[src/design/ocf_pkg.sv]
// Shared types, constants and fixed-point helpers for the observer controller.
package ocf_pkg;

  localparam int DataWidth = 16;                 // signal, coefficient and estimate width
  localparam int FracBits  = 12;                 // Q4.12 fraction bits
  localparam int MulWidth  = DataWidth + 2;      // multiplier operand (drive-minus-offset and error need 17 bits)
  localparam int AccWidth  = 40;                 // product-sum accumulator
  localparam int RndWidth  = AccWidth - FracBits;
  localparam int SumWidth  = RndWidth + 1;
  localparam int StepCount = 13;                 // products per closed-loop sample

  typedef logic signed [DataWidth-1:0] data_t;
  typedef logic signed [MulWidth-1:0]  mult_t;
  typedef logic signed [AccWidth-1:0]  acc_t;
  typedef logic signed [RndWidth-1:0]  rnd_t;
  typedef logic signed [SumWidth-1:0]  sum_t;

  // configuration register indexes
  localparam logic [2:0] REG_GAINS  = 3'd0;
  localparam logic [2:0] REG_CROW   = 3'd1;
  localparam logic [2:0] REG_AMAT   = 3'd2;
  localparam logic [2:0] REG_BCOL   = 3'd3;
  localparam logic [2:0] REG_LGAIN  = 3'd4;
  localparam logic [2:0] REG_LIMITS = 3'd5;
  localparam logic [2:0] REG_OFFSET = 3'd6;
  localparam logic [2:0] REG_LAW    = 3'd7;

  // request to the serial multiply-accumulate unit
  typedef struct packed {
    logic  start;
    logic  clr;
    logic  neg;
    data_t coef;
    mult_t mult;
  } mac_req_t;

  // round half up, back to Q.FracBits
  function automatic rnd_t round_q(input acc_t acc);
    acc_t t;
    t = acc + (acc_t'(1) <<< (FracBits - 1));
    return rnd_t'(t >>> FracBits);
  endfunction

  // saturate to the signed data range
  function automatic data_t sat_d(input sum_t v);
    sum_t hi;
    sum_t lo;
    hi = sum_t'({1'b0, {(DataWidth-1){1'b1}}});
    lo = -hi - sum_t'(1);
    if (v > hi) return data_t'(hi);
    if (v < lo) return data_t'(lo);
    return data_t'(v);
  endfunction

  // limit to the maximum first, then raise to the minimum
  function automatic data_t clamp_drv(input sum_t v, input data_t lo, input data_t hi);
    sum_t t;
    t = v;
    if (t > sum_t'(hi)) t = sum_t'(hi);
    if (t < sum_t'(lo)) t = sum_t'(lo);
    return data_t'(t);
  endfunction

endpackage

[src/design/ocf_smac.sv]
// Bit-serial signed multiply-accumulate unit, one multiplier bit per cycle.
module ocf_smac import ocf_pkg::*; (
  input  logic     clk,
  input  logic     rst_n,
  input  mac_req_t req,
  output logic     done,
  output acc_t     acc
);

  localparam int CntWidth = $clog2(MulWidth);

  acc_t                sh_r, sh_nxt;
  mult_t               mb_r, mb_nxt;
  acc_t                acc_r, acc_nxt;
  logic [CntWidth-1:0] cnt_r, cnt_nxt;
  logic                run_r, run_nxt;
  logic                done_r, done_nxt;
  logic                neg_r, neg_nxt;
  logic                sub;

  // one shift-add step; the top multiplier bit carries negative weight
  always_comb begin
    sh_nxt   = sh_r;
    mb_nxt   = mb_r;
    acc_nxt  = acc_r;
    cnt_nxt  = cnt_r;
    run_nxt  = run_r;
    neg_nxt  = neg_r;
    done_nxt = 1'b0;
    sub      = (cnt_r == CntWidth'(MulWidth - 1)) ^ neg_r;
    if (req.start) begin
      sh_nxt  = acc_t'(req.coef);
      mb_nxt  = req.mult;
      neg_nxt = req.neg;
      cnt_nxt = '0;
      run_nxt = 1'b1;
      if (req.clr) acc_nxt = '0;
    end else if (run_r) begin
      if (mb_r[0]) acc_nxt = sub ? acc_r - sh_r : acc_r + sh_r;
      sh_nxt = sh_r <<< 1;
      mb_nxt = mb_r >>> 1;
      cnt_nxt = cnt_r + CntWidth'(1);
      if (cnt_r == CntWidth'(MulWidth - 1)) begin
        run_nxt  = 1'b0;
        done_nxt = 1'b1;
      end
    end
  end

  always_ff @(posedge clk) begin
    sh_r  <= sh_nxt;
    mb_r  <= mb_nxt;
    acc_r <= acc_nxt;
    cnt_r <= cnt_nxt;
    neg_r <= neg_nxt;
    if (!rst_n) begin
      run_r  <= 1'b0;
      done_r <= 1'b0;
    end else begin
      run_r  <= run_nxt;
      done_r <= done_nxt;
    end
  end

  assign done = done_r;
  assign acc  = acc_r;

endmodule

[src/design/observer_state_feedback_controller.sv]
// Top level: configuration, sample sequencer and observer state of the controller.
//
//  channel   dir  handshake                fields
//  in_       in   in_tvalid / in_tready    tdata: reference, measurement; tuser: mode
//  out_      out  out_tvalid / out_tready  tdata: drive
//  cfg_      in   cfg_valid / cfg_ready    cfg_index, cfg_data
//
// Open-loop samples skip the MAC: the drive is registered, then moved to the output register.
// Closed-loop samples run 13 products through one bit-serial MAC, each as issue,
// 18 multiplier bits, then result.
// Reset (synchronous, rst_n low) clears estimates, registers and handshake state.
// A result waiting on out_tready holds the sequencer; cfg_ready is always high.
module observer_state_feedback_controller import ocf_pkg::*; (
  input  logic        clk,
  input  logic        rst_n,
  input  logic        in_tvalid,
  output logic        in_tready,
  input  logic [31:0] in_tdata,    // [15:0] reference, [31:16] measurement
  input  logic        in_tuser,    // [0] mode
  output logic        out_tvalid,
  input  logic        out_tready,
  output logic [15:0] out_tdata,   // [15:0] drive
  input  logic        cfg_valid,
  output logic        cfg_ready,
  input  logic [2:0]  cfg_index,
  input  logic [63:0] cfg_data
);

  localparam logic [1:0] S_IDLE  = 2'd0;
  localparam logic [1:0] S_ISSUE = 2'd1;
  localparam logic [1:0] S_WAIT  = 2'd2;
  localparam logic [1:0] S_OUT   = 2'd3;

  localparam logic [3:0] ACT_NONE  = 4'd0;
  localparam logic [3:0] ACT_DRIVE = 4'd1;
  localparam logic [3:0] ACT_ERR   = 4'd2;
  localparam logic [3:0] ACT_T1    = 4'd3;
  localparam logic [3:0] ACT_T2    = 4'd4;
  localparam logic [3:0] ACT_PX2   = 4'd5;
  localparam logic [3:0] ACT_LX1   = 4'd6;
  localparam logic [3:0] ACT_LX2   = 4'd7;

  localparam logic [3:0] LastStep = 4'(StepCount - 1);

  // configuration registers
  logic [47:0] gains_r;
  logic [31:0] crow_r, bcol_r, lgain_r, limits_r;
  logic [63:0] amat_r;
  data_t       offset_r;
  logic        law_r;

  always_ff @(posedge clk) begin
    if (!rst_n) begin
      gains_r  <= '0;
      crow_r   <= '0;
      amat_r   <= '0;
      bcol_r   <= '0;
      lgain_r  <= '0;
      limits_r <= '0;
      offset_r <= '0;
      law_r    <= 1'b0;
    end else if (cfg_valid) begin
      case (cfg_index)
        REG_GAINS:  gains_r  <= cfg_data[47:0];
        REG_CROW:   crow_r   <= cfg_data[31:0];
        REG_AMAT:   amat_r   <= cfg_data;
        REG_BCOL:   bcol_r   <= cfg_data[31:0];
        REG_LGAIN:  lgain_r  <= cfg_data[31:0];
        REG_LIMITS: limits_r <= cfg_data[31:0];
        REG_OFFSET: offset_r <= data_t'(cfg_data[15:0]);
        REG_LAW:    law_r    <= cfg_data[0];
        default: ;
      endcase
    end
  end

  assign cfg_ready = 1'b1;

  data_t lim_lo, lim_hi;
  assign lim_lo = data_t'(limits_r[15:0]);
  assign lim_hi = data_t'(limits_r[31:16]);

  // sequencer and datapath registers
  logic [1:0] state_r, state_nxt;
  logic [3:0] st_r, st_nxt;
  data_t      ref_r, ref_nxt, meas_r, meas_nxt;
  data_t      x1_r, x1_nxt, x2_r, x2_nxt;
  data_t      t1_r, t1_nxt, t2_r, t2_nxt;
  mult_t      ap_r, ap_nxt, err_r, err_nxt;
  data_t      drive_r, drive_nxt;
  logic       out_vld_r, out_vld_nxt;

  mac_req_t   mreq;
  logic       mac_done;
  acc_t       mac_acc;
  rnd_t       acc_rnd;

  data_t      op_coef;
  mult_t      op_mult;
  logic       op_neg, op_clr;
  logic [3:0] op_act;

  // product schedule: coefficient, multiplier, sign, clear and follow-up action
  always_comb begin
    op_coef = '0;
    op_mult = '0;
    op_neg  = 1'b0;
    op_clr  = 1'b0;
    op_act  = ACT_NONE;
    case ({law_r, st_r})
      5'h00, 5'h10: begin op_coef = data_t'(gains_r[15:0]);  op_mult = mult_t'(ref_r);
                          op_clr = 1'b1; end
      5'h01, 5'h11: begin op_coef = data_t'(gains_r[31:16]); op_mult = mult_t'(x1_r);
                          op_neg = 1'b1; end
      5'h02, 5'h12: begin op_coef = data_t'(gains_r[47:32]); op_mult = mult_t'(x2_r);
                          op_neg = 1'b1; op_act = ACT_DRIVE; end
      // predictor law
      5'h13: begin op_coef = data_t'(crow_r[15:0]);  op_mult = mult_t'(x1_r); op_clr = 1'b1; end
      5'h14: begin op_coef = data_t'(crow_r[31:16]); op_mult = mult_t'(x2_r); op_act = ACT_ERR; end
      5'h15: begin op_coef = data_t'(amat_r[15:0]);  op_mult = mult_t'(x1_r); op_clr = 1'b1; end
      5'h16: begin op_coef = data_t'(amat_r[31:16]); op_mult = mult_t'(x2_r); end
      5'h17: begin op_coef = data_t'(bcol_r[15:0]);  op_mult = ap_r; end
      5'h18: begin op_coef = data_t'(lgain_r[15:0]); op_mult = err_r; op_act = ACT_T1; end
      5'h19: begin op_coef = data_t'(amat_r[47:32]); op_mult = mult_t'(x1_r); op_clr = 1'b1; end
      5'h1a: begin op_coef = data_t'(amat_r[63:48]); op_mult = mult_t'(x2_r); end
      5'h1b: begin op_coef = data_t'(bcol_r[31:16]); op_mult = ap_r; end
      5'h1c: begin op_coef = data_t'(lgain_r[31:16]); op_mult = err_r; op_act = ACT_PX2; end
      // current law
      5'h03: begin op_coef = data_t'(amat_r[15:0]);  op_mult = mult_t'(x1_r); op_clr = 1'b1; end
      5'h04: begin op_coef = data_t'(amat_r[31:16]); op_mult = mult_t'(x2_r); end
      5'h05: begin op_coef = data_t'(bcol_r[15:0]);  op_mult = ap_r; op_act = ACT_T1; end
      5'h06: begin op_coef = data_t'(amat_r[47:32]); op_mult = mult_t'(x1_r); op_clr = 1'b1; end
      5'h07: begin op_coef = data_t'(amat_r[63:48]); op_mult = mult_t'(x2_r); end
      5'h08: begin op_coef = data_t'(bcol_r[31:16]); op_mult = ap_r; op_act = ACT_T2; end
      5'h09: begin op_coef = data_t'(crow_r[15:0]);  op_mult = mult_t'(t1_r); op_clr = 1'b1; end
      5'h0a: begin op_coef = data_t'(crow_r[31:16]); op_mult = mult_t'(t2_r); op_act = ACT_ERR; end
      5'h0b: begin op_coef = data_t'(lgain_r[15:0]); op_mult = err_r; op_clr = 1'b1;
                   op_act = ACT_LX1; end
      5'h0c: begin op_coef = data_t'(lgain_r[31:16]); op_mult = err_r; op_clr = 1'b1;
                   op_act = ACT_LX2; end
      default: ;
    endcase
  end

  assign mreq.start = (state_r == S_ISSUE);
  assign mreq.clr   = op_clr;
  assign mreq.neg   = op_neg;
  assign mreq.coef  = op_coef;
  assign mreq.mult  = op_mult;

  ocf_smac u_mac (
    .clk   (clk),
    .rst_n (rst_n),
    .req   (mreq),
    .done  (mac_done),
    .acc   (mac_acc)
  );

  assign acc_rnd = round_q(mac_acc);

  // sample sequencing and post-product actions
  always_comb begin
    state_nxt   = state_r;
    st_nxt      = st_r;
    ref_nxt     = ref_r;
    meas_nxt    = meas_r;
    x1_nxt      = x1_r;
    x2_nxt      = x2_r;
    t1_nxt      = t1_r;
    t2_nxt      = t2_r;
    ap_nxt      = ap_r;
    err_nxt     = err_r;
    drive_nxt   = drive_r;
    out_vld_nxt = out_vld_r;
    if (out_vld_r && out_tready) out_vld_nxt = 1'b0;
    case (state_r)
      S_IDLE: begin
        if (in_tvalid) begin
          ref_nxt  = data_t'(in_tdata[15:0]);
          meas_nxt = data_t'(in_tdata[31:16]);
          st_nxt   = '0;
          if (in_tuser) begin
            drive_nxt = clamp_drv(sum_t'(data_t'(in_tdata[15:0])) + sum_t'(offset_r),
                                  lim_lo, lim_hi);
            state_nxt = S_OUT;
          end else begin
            state_nxt = S_ISSUE;
          end
        end
      end
      S_ISSUE: state_nxt = S_WAIT;
      S_WAIT: begin
        if (mac_done) begin
          case (op_act)
            ACT_DRIVE: begin
              drive_nxt = clamp_drv(sum_t'(acc_rnd) + sum_t'(offset_r), lim_lo, lim_hi);
              ap_nxt    = mult_t'(drive_nxt) - mult_t'(offset_r);
            end
            ACT_ERR: err_nxt = mult_t'(meas_r) - mult_t'(sat_d(sum_t'(acc_rnd)));
            ACT_T1:  t1_nxt  = sat_d(sum_t'(acc_rnd));
            ACT_T2:  t2_nxt  = sat_d(sum_t'(acc_rnd));
            ACT_PX2: begin
              x1_nxt = t1_r;
              x2_nxt = sat_d(sum_t'(acc_rnd));
            end
            ACT_LX1: t1_nxt = sat_d(sum_t'(t1_r) + sum_t'(acc_rnd));
            ACT_LX2: begin
              x1_nxt = t1_r;
              x2_nxt = sat_d(sum_t'(t2_r) + sum_t'(acc_rnd));
            end
            default: ;
          endcase
          if (st_r == LastStep) begin
            state_nxt = S_OUT;
          end else begin
            st_nxt    = st_r + 4'd1;
            state_nxt = S_ISSUE;
          end
        end
      end
      S_OUT: begin
        if (!out_vld_r || out_tready) begin
          out_vld_nxt = 1'b1;
          state_nxt   = S_IDLE;
        end
      end
      default: state_nxt = S_IDLE;
    endcase
  end

  always_ff @(posedge clk) begin
    ref_r   <= ref_nxt;
    meas_r  <= meas_nxt;
    t1_r    <= t1_nxt;
    t2_r    <= t2_nxt;
    ap_r    <= ap_nxt;
    err_r   <= err_nxt;
    drive_r <= drive_nxt;
    if (!rst_n) begin
      state_r   <= S_IDLE;
      st_r      <= '0;
      x1_r      <= '0;
      x2_r      <= '0;
      out_vld_r <= 1'b0;
    end else begin
      state_r   <= state_nxt;
      st_r      <= st_nxt;
      x1_r      <= x1_nxt;
      x2_r      <= x2_nxt;
      out_vld_r <= out_vld_nxt;
    end
  end

  // output register holds the drive until taken
  logic [15:0] drive_q;
  always_ff @(posedge clk) begin
    if (state_r == S_OUT && (!out_vld_r || out_tready)) drive_q <= drive_r;
  end

  assign in_tready  = (state_r == S_IDLE);
  assign out_tvalid = out_vld_r;
  assign out_tdata  = drive_q;

`ifndef NO_ASSERTIONS
  a_done_in_wait: assert property (@(posedge clk) disable iff (!rst_n)
    mac_done |-> state_r == S_WAIT)
    else $error("multiply result outside wait state");

  a_open_loop_fast: assert property (@(posedge clk) disable iff (!rst_n)
    (in_tvalid && in_tready && in_tuser) |=> state_r == S_OUT)
    else $error("open-loop request did not go straight to output");

  a_est_hold: assert property (@(posedge clk) disable iff (!rst_n)
    (state_r != S_WAIT) |=> ($stable(x1_r) && $stable(x2_r)))
    else $error("estimates changed outside product completion");
`endif

endmodule

[config.mk]
export PLATFORM = sky130hd
export DESIGN_NAME = observer_state_feedback_controller
export DESIGN_NICKNAME = d
export VERILOG_FILES = /design/src/design/ocf_pkg.sv /design/src/design/ocf_smac.sv /design/src/design/observer_state_feedback_controller.sv
export SDC_FILE = /design/constraint.sdc
export NUM_CORES = 2
export LEC_CHECK = 0
export ABC_AREA = 1
export BUFFER_PORTS_ARGS = -buffer_cell sky130_fd_sc_hd__buf_2
export CAP_MARGIN = 30
export CORE_ASPECT_RATIO = 1.75
export CORE_MARGIN = 4
export CORE_UTILIZATION = 50
export CTS_BUF_LIST = sky130_fd_sc_hd__clkbuf_2
export DETAILED_ROUTE_END_ITERATION = 12
export PLACE_DENSITY = 0.65
export SLEW_MARGIN = 20
export SYNTH_ARGS = -nofsm -noshare
export SYNTH_HDL_FRONTEND = slang
export SYNTH_SLANG_ARGS = --single-unit
[constraint.sdc]
create_clock -name clk -period 9.35 [get_ports clk]
set_clock_uncertainty 0.15 [all_clocks]
set_input_delay 0.4675 -clock clk [delete_from_list [all_inputs] [get_ports clk]]
set_output_delay 0.4675 -clock clk [all_outputs]
set_load 0.01 [all_outputs]
* Yosys cells after proc, flatten, opt, wreduce, memory -nomap -nowiden
Cells that the tools add are included.
** Storage, ports and cells
- Input port bits :: 105
- Bits in registers :: 534
- Output and inout port bits :: 19
- Logic and storage cells :: 277
** Operators by class
- Mux-type cells :: 120
- Eq/ne operators :: 51
- Order comparisons :: 10
- Bitwise operators :: 3
- Reduce and logical (&&, ||, !) cells :: 53
- $add $sub $neg :: 11
** Operators with widths (number)
- $mux 16 :: 30
- $mux 40 :: 7
- $mux 29 :: 8
- $pmux 16 s13 :: 1
- $pmux 18 s7 :: 1
- $pmux 16 s2 :: 3
- $eq 5x5->1 const B :: 14
- $add 16x28->29 :: 2
- $gt 29x16->1 const B :: 2
- $lt 29x16->1 :: 2
- $lt 29x16->1 const B :: 2
- $mux 1 :: 57
- $add 40x13->40 const B :: 1
- $add 40x40->40 :: 1
- $sub 40x40->40 :: 1
- $sub 16x16->17 :: 2
- $reduce_or 2->1 :: 15
- $add 28x16->29 :: 1
- $gt 29x16->1 :: 1
- $gt 28x16->1 const B :: 1
- $lt 28x16->1 const B :: 1
- $eq 5x4->1 const B :: 5
- $reduce_and 3->1 :: 8
- $pmux 3 s7 :: 1
- other kinds (40) :: 81

* Longest topological paths before layout
- Word-level depth :: 17
- Gate-level depth with buffers :: 66
- Depth with buffers taken out :: 63

* Hierarchy
A second synthesis with hierarchy kept.
** Unflattened totals
- Cells, all modules :: 5035
- Area total of the unflattened synthesis :: 36427.4 um^2
** By module, submodules not included
- observer_state_feedback_controller :: instances 1, area each 28248.3 um^2, cells each 3889, seq. area each 9829.4 um^2
- ocf_smac :: instances 1, area each 8179.1 um^2, cells each 1146, seq. area each 3113.0 um^2

* Least setup slack after synthesis
OpenSTA, ideal clock, no wires.
- Kind :: register to register
- Start :: reg u_mac.acc_r[11] (netlist: u_mac.acc[11])
- End :: reg ap_r[16] (data pin)
- Arrival time :: 8.000 ns
- Cell stages (with the launch flop) :: 64
- Period minus slack after synthesis :: 8.410 ns
- Data required time :: 8.940 ns
- Path buffers :: 4
- Setup time :: 0.260 ns
- Setup slack :: 0.940 ns
- Path through :: edfxtp_1 > ha_1 > nand2_1 > nor2_1 > nand2_1 > nor2_1 > nand2_1 > xor2_1 > inv_1 > ha_1 > nand2_1 > nor3_1 > nand2_1 > nand3_1 > a21boi_0 > o21ai_0 > a21oi_1 > o21ai_0 > [28 not listed] > nand3_1 > nand2_1 > ha_1 > inv_1 > fa_1 > a31oi_1 > o21ai_0 > nand3_1 > nand2_1 > nand3_1 > nand2_1 > nand3_1 > nand2_1 > nand3_1 > nand2_1 > nand3_1 > nand3_1 > o21ai_0
** Between the ends
- Cells in the longest elaborated chain, start to end :: 13
** RTL lines
- start: declaration :: RTL line ocf_smac.sv:14 : acc_t acc_r, acc_nxt;
- start signal: assignment :: RTL line ocf_smac.sv:53 : acc_r <= acc_nxt;
- $add 40x13->40 * :: RTL line ocf_pkg.sv:40 : t = acc + (acc_t'(1) <<< (FracBits - 1));
- $add 28x16->29 * :: RTL line observer_state_feedback_controller.sv:196 : drive_nxt = clamp_drv(sum_t'(acc_rnd) + sum_t'(offset_r), lim_lo, lim_hi);
- $gt 29x16->1 :: RTL line ocf_pkg.sv:59 : if (t > sum_t'(hi)) t = sum_t'(hi);
- $mux 29 * :: RTL line ocf_pkg.sv:59
- $mux 29 * :: RTL line observer_state_feedback_controller.sv:194 : case (op_act)
- $mux 29 * :: RTL line observer_state_feedback_controller.sv:193 : if (mac_done) begin
- $mux 29 * :: RTL line observer_state_feedback_controller.sv:176 : case (state_r)
- $lt 29x16->1 :: RTL line ocf_pkg.sv:60 : if (t < sum_t'(lo)) t = sum_t'(lo);
- $mux 16 * :: RTL line ocf_pkg.sv:60
- $mux 16 * :: RTL line observer_state_feedback_controller.sv:194
- $mux 16 * :: RTL line observer_state_feedback_controller.sv:193
- $mux 16 * :: RTL line observer_state_feedback_controller.sv:176
- $sub 16x16->17 * :: RTL line observer_state_feedback_controller.sv:197 : ap_nxt = mult_t'(drive_nxt) - mult_t'(offset_r);
- end signal: assignment :: RTL line observer_state_feedback_controller.sv:236 : ap_r <= ap_nxt;
- end: declaration :: RTL line observer_state_feedback_controller.sv:89 : mult_t ap_r, ap_nxt, err_r, err_nxt;
Mark *: on every way between the ends. The rest lies on a longest branch, timed or not. The select of a mux whose other input is x is not followed.
A chain may end at the register's enable or synchronous reset.

* Worst setup path after layout
- Start :: reg u_mac.acc_r[22] (netlist: u_mac.acc[22])
- End :: reg ap_r[15] (data pin)
Same word-level chain as after synthesis.

==> reports/qor.yml <==
critical_path:
  crit_top_cell: "nand2_1"
  critical_path_buf_inv_count: 5
  critPathMaxFanout: 24
  endpoint_kind: "flop"
  crit_type: "reg2reg"
  cp_slowest_stage_delay_ns: 0.43
  crit_slowest_cell: "edfxtp_1"
  cp.arrival_ns: 9.67
  required_ns: 10.35
  rrSetupSlack_ns: 0.68
  critical_path.top_delay_family: "simple AND/OR/NAND/NOR gates"
  crit_path_start_kind: "flop"
detailed_routing:
  vias: 35401
  viasPerCell: 5.763
  drt-total-wl_um: 136500
  first_pass_iters: 6
  drt_iter0_drc: 2989
  postRouteAntennaNets: 0
  drc: 0
  wl_per_cell_um: 22.22
logic_synthesis:
  synth_simple_gate_area_frac: 0.2218
  synth_edf_count: 229
  synth_warnings: 0
  synthArstFlopShare: 0
  synth_compound_area_frac: 0.1862
  syn_avg_cell_area_um2: 7.458
  synthXorXnorAreaFrac: 0.04463
  synth_fa_ha_area_frac: 0.1017
  synth_nets: 5092
  synthCells: 4706
  muxShareOfSynthArea: 0
  syn_area_um2: 35100
  ys_seq_elements: 532
  ys.flop_type: "dfxtp_1"
  yosysUniqueCellTypes: 67
  synth_top_family_by_area: "simple AND/OR/NAND/NOR gates"
  seq_area_frac_synth: 0.3688
floorplan:
  num_rows: 128
  fp.dieW_um: 208.3
  start_util: 0.5038
  io_pins: 124
  die_h_um: 358.5
  core_um2: 69670
  die_area_um2: 74660
finish:
  multiInputGateArea_um2: 19670
  fin_util: 0.5853
  final_area_um2: 40780
  nets: 5510
  area_growth_pct: 16.19
  seqCellArea_um2: 12940
  fillers: 6563
  layout.cells.non_filler: 6143
  drive_gt1_frac: 0.09985
global_routing:
  overflow: 0
  track_usage: 0.3538
  antenna_found_initial: 4
  grt_pass1_wl_um: 203900
  grt_max_degree: 81
  grt_pass1_vias: 34880
timing:
  setup_viol: 0
  min_period_over_period: 0.9273
  worst_pin_slew_ns: 1.062
  fmax_mhz: 115.3
  timing_hold_violations_final: 0
  drv_slew: 0
  period_minus_slack_ns: 8.670
  max-slew-margin-rel: 0.2917
  worst_slack_ns: 0.6797
run:
  cap_violations: 0
clock_network:
  clock_tree.root_cell: "clkbuf_2"
  numCtsBuffers: 121
  clock_latency_ns: 1.49
  cts_tree: "built"
  cts_max_path_buffers: 3
  htree_levels: 3
  clkTransAtPathRegs_ns: 0.15
  clock-sinks: 532
pwr:
  powerDensity_nw_per_um2: 299.8
  p_total_mw: 12.23
  ir_drop_uv: 230.9
  leakage_nw: 18.41
placement:
  place_inst: 5652
  post-dp-hpwl_um: 99820
  port_buffers: 122
  post_dp_cell_area_um2: 36860
  routabilityCongestion: 1.007
  place_ws_ns: 0.09015
hold_path:
  hp-class: "in2reg"
outcome:
  status: "completed"
-- worst paths after layout --
kind	startpoint	to	cells past startpoint
worst min-delay path	in_tdata[11]	ref_r[11]	3
worst min register to register	drive_r[10]	out_tdata[10]	0
worst max register to register	u_mac.acc[22]	ap_r[15]	56
worst max-delay path	u_mac.acc[22]	ap_r[15]	56
-- what timing repair did --
action | CTS | global route
buffers inserted | 0 | 8
hold buffers | 251 | 0
gates resized for setup | 0 | 44
endpoints found under the setup margin | 0 | 12
endpoints found under the hold margin | 406 | 0
-- cells by family (layout without fill, tap and decap cells) --
| family | Yosys count | after routing |
|---|---|---|
| simple gates | 1855 | 1855 |
| compound gates | 1162 | 1162 |
| buf+inv | 697 | 1219 |
| fa+ha+maj | 281 | 281 |
| flops | 532 | 532 |
| other cells | 1 | 6 |
| xor+xnor | 178 | 178 |
-- Yosys cell counts, drive strengths merged, types with 8 or more instances --
| cell | number | share of area |
|---|---|---|
| a211oi | 10 | 0.0021 |
| a21boi | 11 | 0.0024 |
| a21o | 12 | 0.0026 |
| a21oi | 428 | 0.063 |
| a221oi | 59 | 0.015 |
| a22o | 27 | 0.0067 |
| a31oi | 18 | 0.0032 |
| and2 | 20 | 0.0036 |
| buf | 27 | 0.0052 |
| clkbuf | 134 | 0.014 |
| clkinv | 9 | 0.00096 |
| dfxtp | 303 | 0.17 |
| edfxtp | 229 | 0.20 |
| ha | 274 | 0.098 |
| inv | 527 | 0.056 |
| nand2 | 807 | 0.088 |
| nand3 | 219 | 0.031 |
| nand3b | 20 | 0.0043 |
| nand4 | 47 | 0.0086 |
| nor2 | 648 | 0.070 |
| nor3 | 59 | 0.0088 |
| nor4 | 25 | 0.0050 |
| o211ai | 8 | 0.0017 |
| o21a | 15 | 0.0032 |
| o21ai | 518 | 0.074 |
| o21bai | 14 | 0.0031 |
| o22ai | 17 | 0.0030 |
| xnor2 | 37 | 0.0092 |
| xor2 | 141 | 0.035 |
-- power breakdown --
part	internal, mW	switching (mW)	total, mW
clock	0.582	1.04	1.62
combinational	2.65	4.75	7.40
sequential	3.02	0.185	3.21
-- final cells by class --
class / count / area share
inverters: 536 / 0.04934
diodes: 5 / 0.0003068
flip-flops and latches: 532 / 0.3174
well taps: 910 / 0.02792
clock inverters: 37 / 0.005247
clock buffers: 190 / 0.02332
repair buffers: 456 / 0.09401
multi-input cells: 3477 / 0.4825
-- registers in the layout (all words and copies together), names as in the netlist, 17 cells and up --
name        count
amat_r         64
gains_r        48
u_mac.acc      40
u_mac.sh_r     40
bcol_r         32
crow_r         32
lgain_r        32
limits_r       32
u_mac.mb_r     18
ap_r           17
err_r          17
-- placed cells by master (no fill, tap or decap), types with 15 or more instances in the layout --
cell type | netlist | layout
a21oi_1 | 411 | 403
a21oi_2 | 16 | 24
a221oi_1 | 59 | 59
a22o_1 | 27 | 27
a31oi_1 | 18 | 18
and2_1 | 20 | 20
buf_2 | 11 | 121
buf_4 | 9 | 78
clkbuf_2 | 0 | 190
clkinv_1 | 9 | 34
dfxtp_1 | 303 | 303
dlygate4sd3_1 | 0 | 250
edfxtp_1 | 229 | 229
ha_1 | 274 | 271
inv_1 | 520 | 516
nand2_1 | 793 | 791
nand3_1 | 218 | 217
nand3b_1 | 20 | 20
nand4_1 | 46 | 46
nor2_1 | 638 | 630
nor3_1 | 56 | 49
nor4_1 | 22 | 21
o21a_1 | 15 | 15
o21ai_0 | 504 | 497
o21ai_1 | 12 | 16
o22ai_1 | 17 | 17
xnor2_1 | 37 | 37
xor2_1 | 140 | 136
-- stage by stage --
stage,TNS [ns],hold WS (ns)
after floorplan,0,0.2503
after global placement,0,0.2502
after detailed placement,0,0.2563
after CTS,0,0.002018
after global routing,-0.06542,0.1366
final,0,0.1809
-- metal layers --
| metal | vias up | GRT usage | routed length, um |
|---|---|---|---|
| met5 | - | 0 | 0 |
| met4 | 0 | 0.2771 | 13190 |
| met3 | 542 | 0.05343 | 8365 |
| met2 | 1556 | 0.6355 | 67450 |
| met1 | 16435 | 0.3676 | 47500 |
| li1 | 16868 | - | - |
-- worst min-delay path, stage by stage --
cell,delay (ns)
dlygate4sd3_1,0.52
buf_2,0.12
dlygate4sd3_1,0.55
Power figures use the tool's default switching activity.
